===== src/design/clre_pkg.sv =====
// Package for the code length run encoder: beat widths, symbol codes,
// the result entry type and the run coding helper functions. No dependencies.
package clre_pkg;

    // beat widths
    localparam int LenW      = 4;
    localparam int SymW      = 5;
    localparam int ExtValW   = 7;
    localparam int ExtCntW   = 3;
    localparam int CountW    = 8;
    localparam int InDataW   = 8;
    localparam int OutDataW  = 16;
    localparam int MaxResults = 5;
    localparam int IdxW      = $clog2(MaxResults);

    // symbol codes
    localparam logic [SymW-1:0] SymRepeat  = 5'd16;
    localparam logic [SymW-1:0] SymZeros3  = 5'd17;
    localparam logic [SymW-1:0] SymZeros11 = 5'd18;

    // run limits
    localparam logic [CountW-1:0] ZeroRunMax  = 8'd138;
    localparam logic [CountW-1:0] LongZeroMin = 8'd11;
    localparam logic [CountW-1:0] ShortZeroMin = 8'd3;
    localparam logic [CountW-1:0] RepeatGroup = 8'd6;
    localparam logic [CountW-1:0] RepeatMin   = 8'd3;
    localparam logic [ExtValW-1:0] RepeatSixVal = 7'd3;
    localparam logic [ExtValW-1:0] LongZeroFull = 7'd127;

    // extra bit counts
    localparam logic [ExtCntW-1:0] ExtBitsRepeat = 3'd2;
    localparam logic [ExtCntW-1:0] ExtBitsZeros3 = 3'd3;
    localparam logic [ExtCntW-1:0] ExtBitsZeros11 = 3'd7;

    typedef struct packed {
        logic               last_symbol;
        logic [ExtCntW-1:0] extra_count;
        logic [ExtValW-1:0] extra_value;
        logic [SymW-1:0]    symbol;
    } res_t;

    typedef struct packed {
        logic [IdxW-1:0]            n;
        res_t [MaxResults-1:0]      r;
    } res_list_t;

    // append one symbol to the list
    function automatic res_list_t list_put(
        input res_list_t           lst,
        input logic [SymW-1:0]     sym,
        input logic [ExtValW-1:0]  val
    );
        res_list_t          o;
        logic [ExtCntW-1:0] bits;
        o    = lst;
        bits = '0;
        if (sym == SymRepeat) begin
            bits = ExtBitsRepeat;
        end else if (sym == SymZeros3) begin
            bits = ExtBitsZeros3;
        end else if (sym == SymZeros11) begin
            bits = ExtBitsZeros11;
        end
        if (o.n < IdxW'(MaxResults)) begin
            o.r[o.n].symbol      = sym;
            o.r[o.n].extra_value = val;
            o.r[o.n].extra_count = bits;
            o.r[o.n].last_symbol = 1'b0;
            o.n                  = o.n + IdxW'(1);
        end
        return o;
    endfunction

    // close an open run and append its pending symbols
    function automatic res_list_t list_flush(
        input res_list_t          lst,
        input logic               started,
        input logic [LenW-1:0]    value,
        input logic [CountW-1:0]  count
    );
        res_list_t         o;
        logic [CountW-1:0] c;
        logic [CountW-1:0] d;
        o = lst;
        c = count;
        if (started) begin
            if (value == '0) begin
                if (c >= LongZeroMin) begin
                    d = c - LongZeroMin;
                    o = list_put(o, SymZeros11, d[ExtValW-1:0]);
                end else if (c >= ShortZeroMin) begin
                    d = c - ShortZeroMin;
                    o = list_put(o, SymZeros3, d[ExtValW-1:0]);
                end else begin
                    for (int i = 0; i < 2; i++) begin
                        if (CountW'(i) < c) begin
                            o = list_put(o, '0, '0);
                        end
                    end
                end
            end else begin
                if (c >= RepeatMin) begin
                    o = list_put(o, SymRepeat, '0);
                    c = c - RepeatMin;
                end
                for (int i = 0; i < 2; i++) begin
                    if (CountW'(i) < c) begin
                        o = list_put(o, SymW'(value), '0);
                    end
                end
            end
        end
        return o;
    endfunction

endpackage


===== src/design/code_length_run_encoder_unit.sv =====
// Code length run encoder: turns a stream of code lengths into run coded
// header symbols (literals, 16, 17, 18 with extra bits). Uses clre_pkg.
//
// Usage:
//   s_axis carries one code length per beat; tlast marks the final length
//   of a table, which flushes the open run. m_axis carries one symbol per
//   beat with its extra bits value and count; tlast marks the final symbol
//   of a table.
//   An accepted length is registered, then coded into a group of zero to
//   four symbols, which is unloaded one symbol per cycle, while the receiver
//   accepts, into the output register. The first symbol of a length passes
//   through the input register, the symbol group and the output register.
//   Throughput: one length per cycle while each length yields at most one
//   symbol and the receiver accepts; a length that yields several symbols
//   holds the input until its group is unloaded through the single symbol per cycle output register.
//   A length that continues a run often yields no symbol at all.
//   When the receiver stalls, the output beat holds, the symbol group
//   waits, and s_axis_tready drops once the input register is full.
//   Reset (rst_n low) empties all stages and closes any open run.
module code_length_run_encoder_unit (
    input  logic                          clk,
    input  logic                          rst_n,
    input  logic                          s_axis_tvalid,
    output logic                          s_axis_tready,
    input  logic [clre_pkg::InDataW-1:0]  s_axis_tdata,   // [3:0] code_length, [7:4] zero
    input  logic                          s_axis_tlast,   // last_length
    output logic                          m_axis_tvalid,
    input  logic                          m_axis_tready,
    output logic [clre_pkg::OutDataW-1:0] m_axis_tdata,   // [4:0] symbol, [11:5] extra_value,
                                                          // [14:12] extra_count, [15] zero
    output logic                          m_axis_tlast    // last_symbol
);
    import clre_pkg::*;

    // input register
    logic            in_valid_reg;
    logic [LenW-1:0] in_len_reg;
    logic            in_last_reg;

    // run state
    logic              run_started_reg, run_started_next;
    logic [LenW-1:0]   run_value_reg, run_value_next;
    logic [CountW-1:0] run_count_reg, run_count_next;

    // symbol group
    logic            grp_valid_reg;
    logic [IdxW-1:0] grp_idx_reg;
    res_list_t       grp_reg;
    res_list_t       grp_next;

    // output register
    logic out_valid_reg;
    res_t out_reg;

    logic              grp_take;
    logic              grp_done;
    logic              grp_free;
    logic              adv;
    logic [CountW-1:0] cnt_inc;

    // handshake between stages
    assign grp_take      = grp_valid_reg && (!out_valid_reg || m_axis_tready);
    assign grp_done      = grp_take && (grp_idx_reg == grp_reg.n - IdxW'(1));
    assign grp_free      = !grp_valid_reg || grp_done;
    assign adv           = in_valid_reg && grp_free;
    assign s_axis_tready = !in_valid_reg || adv;
    assign cnt_inc       = run_count_reg + CountW'(1);

    // code one length against the open run
    always_comb
    begin
        res_list_t lst;
        lst              = '0;
        run_started_next = run_started_reg;
        run_value_next   = run_value_reg;
        run_count_next   = run_count_reg;
        if (run_started_reg && (in_len_reg == run_value_reg)) begin
            if (in_len_reg == '0) begin
                if (cnt_inc >= ZeroRunMax) begin
                    lst              = list_put(lst, SymZeros11, LongZeroFull);
                    run_started_next = 1'b0;
                    run_count_next   = '0;
                end else begin
                    run_count_next = cnt_inc;
                end
            end else if (cnt_inc >= RepeatGroup) begin
                lst            = list_put(lst, SymRepeat, RepeatSixVal);
                run_count_next = '0;
            end else begin
                run_count_next = cnt_inc;
            end
        end else begin
            lst              = list_flush(lst, run_started_reg, run_value_reg, run_count_reg);
            run_started_next = 1'b1;
            run_value_next   = in_len_reg;
            if (in_len_reg == '0) begin
                run_count_next = CountW'(1);
            end else begin
                lst            = list_put(lst, SymW'(in_len_reg), '0);
                run_count_next = '0;
            end
        end
        // end of table closes the run
        if (in_last_reg) begin
            lst = list_flush(lst, run_started_next, run_value_next, run_count_next);
            run_started_next = 1'b0;
            run_count_next   = '0;
            if (lst.n != '0) begin
                lst.r[lst.n - IdxW'(1)].last_symbol = 1'b1;
            end
        end
        grp_next = lst;
    end

    // control state
    always_ff @(posedge clk or negedge rst_n)
    begin
        if (!rst_n) begin
            in_valid_reg    <= 1'b0;
            run_started_reg <= 1'b0;
            run_value_reg   <= '0;
            run_count_reg   <= '0;
            grp_valid_reg   <= 1'b0;
            grp_idx_reg     <= '0;
            out_valid_reg   <= 1'b0;
        end else begin
            if (s_axis_tready) begin
                in_valid_reg <= s_axis_tvalid;
            end
            if (adv) begin
                run_started_reg <= run_started_next;
                run_value_reg   <= run_value_next;
                run_count_reg   <= run_count_next;
            end
            if (adv && (grp_next.n != '0)) begin
                grp_valid_reg <= 1'b1;
                grp_idx_reg   <= '0;
            end else if (grp_done) begin
                grp_valid_reg <= 1'b0;
            end else if (grp_take) begin
                grp_idx_reg <= grp_idx_reg + IdxW'(1);
            end
            if (grp_take) begin
                out_valid_reg <= 1'b1;
            end else if (m_axis_tready) begin
                out_valid_reg <= 1'b0;
            end
        end
    end

    // payload registers
    always_ff @(posedge clk)
    begin
        if (s_axis_tready && s_axis_tvalid) begin
            in_len_reg  <= s_axis_tdata[LenW-1:0];
            in_last_reg <= s_axis_tlast;
        end
        if (adv && (grp_next.n != '0)) begin
            grp_reg <= grp_next;
        end
        if (grp_take) begin
            out_reg <= grp_reg.r[grp_idx_reg];
        end
    end

    // output beat
    assign m_axis_tvalid = out_valid_reg;
    assign m_axis_tdata  = {1'b0, out_reg.extra_count, out_reg.extra_value, out_reg.symbol};
    assign m_axis_tlast  = out_reg.last_symbol;

endmodule

===== config.mk =====
export PLATFORM = sky130hd
export DESIGN_NAME = code_length_run_encoder_unit
export DESIGN_NICKNAME = d
export VERILOG_FILES = /design/src/design/clre_pkg.sv /design/src/design/code_length_run_encoder_unit.sv
export SDC_FILE = /design/constraint.sdc
export NUM_CORES = 1
export LEC_CHECK = 0
export ABC_CLOCK_PERIOD_IN_PS = 13100
export BUFFER_PORTS_ARGS = -buffer_cell sky130_fd_sc_hd__buf_2
export CORE_MARGIN = 2
export CORE_UTILIZATION = 45
export DETAILED_ROUTE_END_ITERATION = 7
export PLACE_DENSITY_LB_ADDON = 0.15
export SLEW_MARGIN = 20
export SYNTH_ARGS = -nofsm -noshare
export SYNTH_HDL_FRONTEND = slang
export SYNTH_SLANG_ARGS = --single-unit

===== constraint.sdc =====
create_clock -name clk -period 13.1 [get_ports clk]
set_clock_uncertainty 0.05 [all_clocks]
set_input_delay 2.62 -clock clk [delete_from_list [all_inputs] [get_ports clk]]
set_output_delay 2.62 -clock clk [all_outputs]
set_load 0.05 [all_outputs]

---- Word-level counts from Yosys, hierarchy flattened ----
Cells that the tools add are included.
operators by class
  add/sub/neg operators ................... 16
  magnitude comparators ................... 41
  equal/unequal tests ..................... 3
  muxes and demuxes ....................... 230
  reductions and logical operators ........ 30
operators by type and width
  cell                   number
  $mux W83               55
  $bwmux W80             45
  $demux W16 S3          33
  $mux W81               4
  $mux W16               10
  $mux W15               8
  $mux W8                13
  $mux W3                34
  $mux W12               8
  $mux W80               1
  $lt A1 B8 Y1 const A   8
  $bmux W16 S3           1
  $lt A3 B4 Y1 const B   10
  $mux W5                8
  $add A3 B1 Y3 const B  9
  $ge A3 B1 Y1 const B   9
  $lt A3 B3 Y1 const B   8
  $ge A8 B2 Y1 const B   2
  $ge A8 B4 Y1 const B   2
  $sub A8 B2 Y8 const B  2
  $logic_and A1 B1 Y1    15
  $sub A7 B4 Y7 const B  2
  $logic_not A4 Y1       3
  $mux W1                9
  13 further kinds       21
word-level totals
  flip-flop bits (word level) ............. 123
  output and inout bits ................... 19

---- Depth between registers and ports, before layout ----
Gate-level depths: netlist of run 1.
  depth after elaboration ................. 93
  mapped depth ............................ 36
  gate-level depth less buffers ........... 32

---- Worst setup path before layout of run 1 ----
OpenSTA, ideal clock, no wires.
  kind .................................... reg2reg
  start point ............................. register run_count_reg[1]
  end point ............................... register grp_reg[0] (netlist name), enable pin
  library setup time ...................... 442 ps
  data arrival time ....................... 7922 ps
  path slack .............................. 4685 ps
  stages on the path, launching flop included .. 32
  path buffers ............................ 4
  cells stage by stage .................... dfrtp_1 clkbuf_1 inv_1 ha_1 clkbuf_1 a211oi_1 nand4_1 or2_1 a21oi_2 nand2_1 ha_1 nor2_1 nand3_1 o221a_2 nand2_4 inv_1 ha_1 nor2_1 a221o_1 buf_4 inv_2 clkbuf_1 ha_1 o211ai_1 nand2_1 ha_1 inv_1 a32oi_1 or2_4 xor2_2 o221ai_2 o21a_1
on the way
  word-level cells in the longest chain between the ends .. 42
  elaborated cells on any way between the ends .. 109
  classes of those cells .................. add/sub: 11; order compare: 22; mux: 74; reduce/logical: 2
RTL lines
  element                                                 RTL line                             text
  start, declared                                         code_length_run_encoder_unit.sv:43   logic [CountW-1:0] run_count_reg, run_count_next;
  start signal, assigned                                  code_length_run_encoder_unit.sv:133  run_count_reg <= run_count_next;
  branches (longest 39 deep; another with $sub A8 B2 Y8)  n/a
  $mux W83 *                                              code_length_run_encoder_unit.sv:104  if (in_last_reg) begin
  $reduce_bool A3 Y1 *                                    code_length_run_encoder_unit.sv:158  if (adv && (grp_next.n != '0)) begin
  $logic_and A1 B1 Y1 *                                   code_length_run_encoder_unit.sv:158
  end signal, assigned                                    code_length_run_encoder_unit.sv:159  grp_reg <= grp_next;
  end, declared                                           code_length_run_encoder_unit.sv:48   res_list_t grp_reg;
Every way passes the cells marked *. The select of a mux whose other input is x is not followed.
A chain may end at the register's enable or synchronous reset.

==> results.json, run 1 <==
{
  "power_frac_comb_pct": 44.8,
  "slowest_delay_ns": 0.69,
  "cellPowerDensity_nw_per_um2": 221,
  "cellLeakagePower_nw": 3.46,
  "dieArea_sq_um": 19600,
  "io_pins": 32,
  "antenna_found_initial": 0,
  "synth_warnings": 0,
  "drv_slew": 0,
  "drt_iter0_markers": 976,
  "drive_above_1_share_pct": 14.2,
  "finalHoldViolCount": 0,
  "avgSynthCellArea_sq_um": 9.49,
  "crit_arrival_ns": 8.61,
  "synth_edf_count": 98,
  "synth-seq-cells": 117,
  "sw_frac_of_total_pct": 41.8,
  "drv_cap": 0,
  "cp_slowest_cell": "o311ai_1",
  "worst_path_most_repeated_cell": "ha_1",
  "n_antenna_cell": 0,
  "clock.fmax_ghz": 0.116,
  "worst-setup-path-type": "reg2reg",
  "clock_tree.buffer_depth": 2,
  "route.detailed.drc": 0,
  "cts_root_buffer": "clkbuf_16",
  "detail-route-antenna-nets": 0,
  "m1WireLength_microns": 10400,
  "start_kind": "flip-flop",
  "port-buffer-count": 26,
  "syn_inst": 876,
  "post-route-period-util_pct": 65.9,
  "place_ws_ns": 4.63,
  "finalNetCount": 920,
  "rsz0062_at_grt": "false",
  "cts_buffers": 17,
  "layout_commonest_cell": "edfxtp_1",
  "p_clk_share_pct": 22.8,
  "crit_path_max_fanout": 78,
  "p_sw_w": 0.000853,
  "final_cell_mix": "edfxtp_1 (98), nand2_1 (96), nor2_1 (73)",
  "avgRoutedWirePerCell_microns": 20.8,
  "seq_power_share_pct": 32.4,
  "die_w_microns": 140,
  "cts_tree": "done",
  "tns_ns": 0,
  "met3_length_microns": 1710,
  "status": "completed",
  "grt_pass1_wl_microns": 36900,
  "worst_slew_pin_slew_ns": 0.974,
  "core_sq_um": 18000,
  "wl_met2_microns": 10700,
  "maxSlewHeadroom_pct": 34.8,
  "fin_ws_ns": 4.47,
  "dpl.hpwl_microns": 17000,
  "synthFlopType": "edfxtp_1",
  "gp_congestion": 0.972,
  "synth_cell_types": 99,
  "cts_resized": 0,
  "clkLatencyLatePin_ns": 0.41,
  "fin_crit_ns": 8.63,
  "area_delta_synth_final_pct": 10.7,
  "rows": 49,
  "start_util_pct": 46.1,
  "grt_usage_pct": 24.4,
  "largest_reg_flops": 78,
  "clock_sinks": 117,
  "clkSlewWorstSetupHoldPaths_ns": 0.06,
  "drt_pass1_iterations": 5,
  "grt_max_degree": 79,
  "grt_pass1_vias": 6501,
  "max-vdd-ir-drop_uv": 132,
  "hold_class": "reg2reg",
  "cts-hold-fix-buffers": 0,
  "top_layer": "met4",
  "async_flop_share_pct": 16.2,
  "setup_viol": 0,
  "intPower_w": 0.00118,
  "critPathRequiredTime_ns": 13.08,
  "endpoint_kind": "flip-flop",
  "postCtsSetupBuffers": 0,
  "drt_wl_total_microns": 23500,
  "viasPerCell": 6.25,
  "die_y_microns": 140,
  "grt_remaining_overflow": 0,
  "placed_cell_area_sq_um": 8610,
  "h-tree-depth": 4,
  "syn_area_sq_um": 8310,
  "vias": 7064,
  "fin_area_sq_um": 9200,
  "yosysSeqAreaShare_pct": 41.1
}
synth_stat cells (4+ instances only):
cell type / n / area (sq um)
and2_1: 18 / 113
xnor2_1: 18 / 158
nor2_1: 73 / 274
edfxtp_1: 98 / 2940
nor2b_1: 4 / 25.0
nand2_1: 96 / 360
a22oi_1: 9 / 67.6
a22o_1: 6 / 52.6
nand2b_1: 5 / 31.3
o31ai_1: 10 / 75.1
inv_1: 35 / 131
a21oi_1: 43 / 215
dfrtp_1: 19 / 475
a211oi_1: 21 / 158
buf_6: 4 / 45.0
buf_4: 5 / 37.5
clkbuf_1: 37 / 139
o32ai_1: 5 / 43.8
o22a_1: 4 / 35.0
o31a_1: 5 / 43.8
nor3_1: 28 / 140
or2_2: 5 / 31.3
xor2_1: 10 / 87.6
mux4_2: 15 / 338
a31oi_1: 6 / 37.5
a21o_1: 6 / 45.0
buf_2: 16 / 80.1
and3_1: 9 / 56.3
nand3_1: 34 / 170
o21ai_1: 10 / 50.1
o211ai_1: 8 / 60.1
o21ai_0: 49 / 245
o22ai_1: 13 / 81.3
nor4_1: 8 / 50.1
ha_1: 17 / 213
nand4_1: 11 / 68.8
mux2i_1: 17 / 170
final cells by class:
cell class              instances  area (sq um)
inverters                      39           148
flip-flops and latches        117          3420
repair buffers                 39           228
fillers                      1730          8820
clock buffers                  17           425
clock inverters                14           161
multi-input cells             676          4530
well taps                     229           287
path summary, 6_finish.rpt:
kind                       cells past startpoint  slack, ns                            to                         start
min in group asynchronous                      1       2.10  run_count_reg[4]$_DFFE_PN0P_                         rst_n
setup reg to reg                              28       4.47     grp_reg[56]$_SDFFCE_PP0P_  run_count_reg[0]$_DFFE_PN0P_
max in group asynchronous                      1      10.58  run_value_reg[0]$_DFFE_PN0P_                         rst_n
setup / recovery                              28       4.47     grp_reg[56]$_SDFFCE_PP0P_  run_count_reg[0]$_DFFE_PN0P_
hold / removal                                 2       0.41     m_axis_tvalid$_DFFE_PN0P_     grp_valid_reg$_DFFE_PN0P_
hold reg to reg                                2       0.41     m_axis_tvalid$_DFFE_PN0P_     grp_valid_reg$_DFFE_PN0P_
metrics by stage:
stage | util, % | hold slack, ns | std cells | power, W
global placement | 47.8 | 0.398 | 1100 | 0.00157
CTS | 51.0 | 0.415 | 1131 | 0.00204
finish | 51.0 | 0.408 | 1131 | 0.00204
floorplan | - | 0.381 | 896 | 0.00135
global route | 51.0 | 0.435 | 1131 | 0.00216
detailed placement | 47.8 | 0.403 | 1100 | 0.00157
critical path, delay by kind of cell (launching register included):
| kind | cells | cell delay (ns) |
|---|---|---|
| AO/OA/AOI/OAI | 8 | 2.69 |
| XOR/XNOR | 1 | 0.32 |
| adder cells (fa/ha/maj) | 5 | 1.99 |
| buffers and inverters | 4 | 0.82 |
| flip-flops | 1 | 0.62 |
| AND/OR/NAND/NOR | 10 | 1.68 |
power groups by stage:
stage,Combinational [W],Clock [W],Sequential (W)
CTS,0.000912,0.000471,0.000658
floorplan,0.000642,0,0.000713
global placement,0.000905,0,0.000662
finish,0.000913,0.000464,0.000660
global route,0.00100,0.000487,0.000671
detailed placement,0.000910,0,0.000665
per-layer routing:
metal | vias to the layer above | track usage, %
met3 | 41 | 4.34
met5 | - | 0
met4 | 0 | 8.42
li1 | 3330 | -
met1 | 3360 | 34.4
met2 | 333 | 38.0
kinds of logic after synthesis:
| group | count (synthesis) | share of synthesized area [%] |
|---|---|---|
| buffers and inverters | 103 | 5.49 |
| AOI/OAI and AO/OA | 255 | 22.0 |
| adders and majority gates | 17 | 2.56 |
| DFF | 117 | 41.1 |
| and+or+nand+nor | 318 | 18.9 |
| xor gates and xnor gates | 30 | 3.34 |
| muxes | 35 | 6.56 |
| other | 1 | 0.0451 |
Note: power is estimated with default switching activity, not from simulation.
==> inputs of run 2 (changes only) <==
- ABC_CLOCK_PERIOD_IN_PS: 13100 -> 7060
- clock period: 13.1 -> 7.06 ns (I/O delays scaled with it)
==> run 2 against run 1 <==
  * Clock power increased by 84%
  * Wire length increased by 3.8%
  * Sequential power increased by 77%
  * Power increased by 92%
  * Cell count increased by 3.6%
  * Non-clock buffer count increased by 39
  * Register-to-register slack got worse by 4.1 ns
  * Largest power group unchanged
==> results.json, run 2 (synthesis gave the netlist of run 1 again) <==
{
  "drt_wl_total_microns": 24400,
  "dieArea_sq_um": 19600,
  "drv_slew": 0,
  "avgRoutedWirePerCell_microns": 20.8,
  "placed_cell_area_sq_um": 8910,
  "h-tree-depth": 4,
  "place_ws_ns": 0.0617,
  "n_antenna_cell": 0,
  "endpoint_kind": "flip-flop",
  "antenna_found_initial": 0,
  "worst-setup-path-type": "reg2reg",
  "die_y_microns": 140,
  "slowest_delay_ns": 0.46,
  "route.detailed.drc": 0,
  "area_delta_synth_final_pct": 14.8,
  "final_cell_mix": "edfxtp_1 (98), nand2_1 (95), nor2_1 (70)",
  "crit_family": "compound AO/OA/AOI/OAI gates",
  "detail-route-antenna-nets": 0,
  "status": "completed",
  "clkSlewWorstSetupHoldPaths_ns": 0.06,
  "port-buffer-count": 26,
  "die_w_microns": 140,
  "fillers": 1709,
  "hold_class": "reg2reg",
  "clock_tree.buffer_depth": 2,
  "critPathCapture": "grp_reg[13]$_DFFE_PP_",
  "grt_remaining_overflow": 0,
  "grt_pass1_wl_microns": 38800,
  "cp_slowest_cell": "dfrtp_2",
  "crit_path_max_fanout": 21,
  "drive_above_1_share_pct": 19.0,
  "hold_start": "grp_valid_reg$_DFFE_PN0P_",
  "cts_buffers": 17,
  "utilization_pct": 53.0,
  "critical_path_buf_inv_count": 4,
  "cp.depth": 28,
  "cellPowerDensity_nw_per_um2": 409,
  "post-route-period-util_pct": 94.8,
  "cts-hold-fix-buffers": 0,
  "clock_sinks": 117,
  "start_kind": "flip-flop",
  "cts_tree": "done",
  "grt_pass1_vias": 6947,
  "rows": 49,
  "grt_max_degree": 36,
  "start_util_pct": 46.1,
  "cts_root_buffer": "clkbuf_16",
  "worst_path_most_repeated_cell": "ha_1",
  "layout_commonest_cell": "edfxtp_1",
  "viasPerCell": 6.19,
  "drt_iter0_markers": 820,
  "crit_arrival_ns": 6.76,
  "rr_startpoint": "run_count_reg[0]$_DFFE_PN0P_",
  "worst_slew_pin_slew_ns": 1.06,
  "rrSetupSlack_ns": 0.36,
  "reg2reg_depth": 28,
  "finalNetCount": 960,
  "largest_reg_flops": 78,
  "io_pins": 32,
  "fin_area_sq_um": 9540,
  "gp_congestion": 0.972,
  "vias": 7255,
  "core_sq_um": 18000,
  "fin_crit_ns": 6.70,
  "dpl.hpwl_microns": 17800,
  "finalHoldViolCount": 0,
  "grt_usage_pct": 25.5,
  "critPathRequiredTime_ns": 7.13,
  "setup_viol": 0,
  "regToRegEndpoint": "grp_reg[13]$_DFFE_PP_",
  "drt_pass1_iterations": 6,
  "clkLatencyLatePin_ns": 0.42,
  "cp-startpoint": "run_count_reg[0]$_DFFE_PN0P_",
  "whs_ns": 0.412,
  "register_area_sq_um": 3420,
  "cellLeakagePower_nw": 3.66,
  "drv_cap": 0,
  "max-vdd-ir-drop_uv": 324,
  "fin_ws_ns": 0.365,
  "maxSlewHeadroom_pct": 29.4,
  "multi_input_area_sq_um": 4560,
  "clock.fmax_ghz": 0.149
}
## run 2: changes by cell type in the layout (fill, tap and decap cells not counted), sizes merged
cell / delta
clkinvlp: -1
clkinv: -1
clkbuf: +1
o21a: +1
bufinv: -1
inv: +3
buf: +39
## run 2: final cells by class
type | count | area share, %
timing repair buffer | 78 | 5.72
tap | 229 | 3.00
sequential | 117 | 35.8
multi-input combinational | 677 | 47.8
inverter | 39 | 1.55
clock buffer | 18 | 4.50
clock inverter | 14 | 1.59
## run 2: what timing repair did
item	CTS	global route
setup buffers	0	2
resized for setup	0	10
setup endpoints to repair	0	90
## run 2: tightest hold or removal path: stages, from the launching register on
cell and delay, ns:
dfrtp_1 0.34, inv_1 0.05, nand2_1 0.05
## run 2: how the worst min path moves through the flow
stage / endpoint / slack, ns / depth (start not counted)
after detailed placement: m_axis_tvalid$_DFFE_PN0P_ / 0.41 / 2
after CTS: m_axis_tvalid$_DFFE_PN0P_ / 0.42 / 2
final: m_axis_tvalid$_DFFE_PN0P_ / 0.41 / 2
after floorplan: m_axis_tvalid$_DFFE_PN0P_ / 0.38 / 2
after global routing: m_axis_tvalid$_DFFE_PN0P_ / 0.45 / 2
after global placement: m_axis_tvalid$_DFFE_PN0P_ / 0.40 / 2
## run 2: metal layers
metal	share of wire, %	vias to the layer above	routed length (microns)	GRT usage, %
met3	7.8	52	1890	5.30
met4	2.9	0	707	9.37
met2	46	349	11200	39.6
met5	0	-	0	0
li1	-	3412	-	-
met1	44	3442	10600	35.4
## run 2: power by group
group	total (W)	internal [W]	switching [W]
Clock	0.000853	0.000523	0.000330
Sequential	0.00117	0.00108	0.0000967
Combinational	0.00188	0.000666	0.00121
## run 2: through the flow
stage                     cells  power, W  TNS (ns)
after global routing       1172   0.00414   -0.0187
after global placement     1137   0.00302         0
after detailed placement   1137   0.00303         0
final                      1172   0.00391         0
after CTS                  1169   0.00389         0
after floorplan             896   0.00251         0
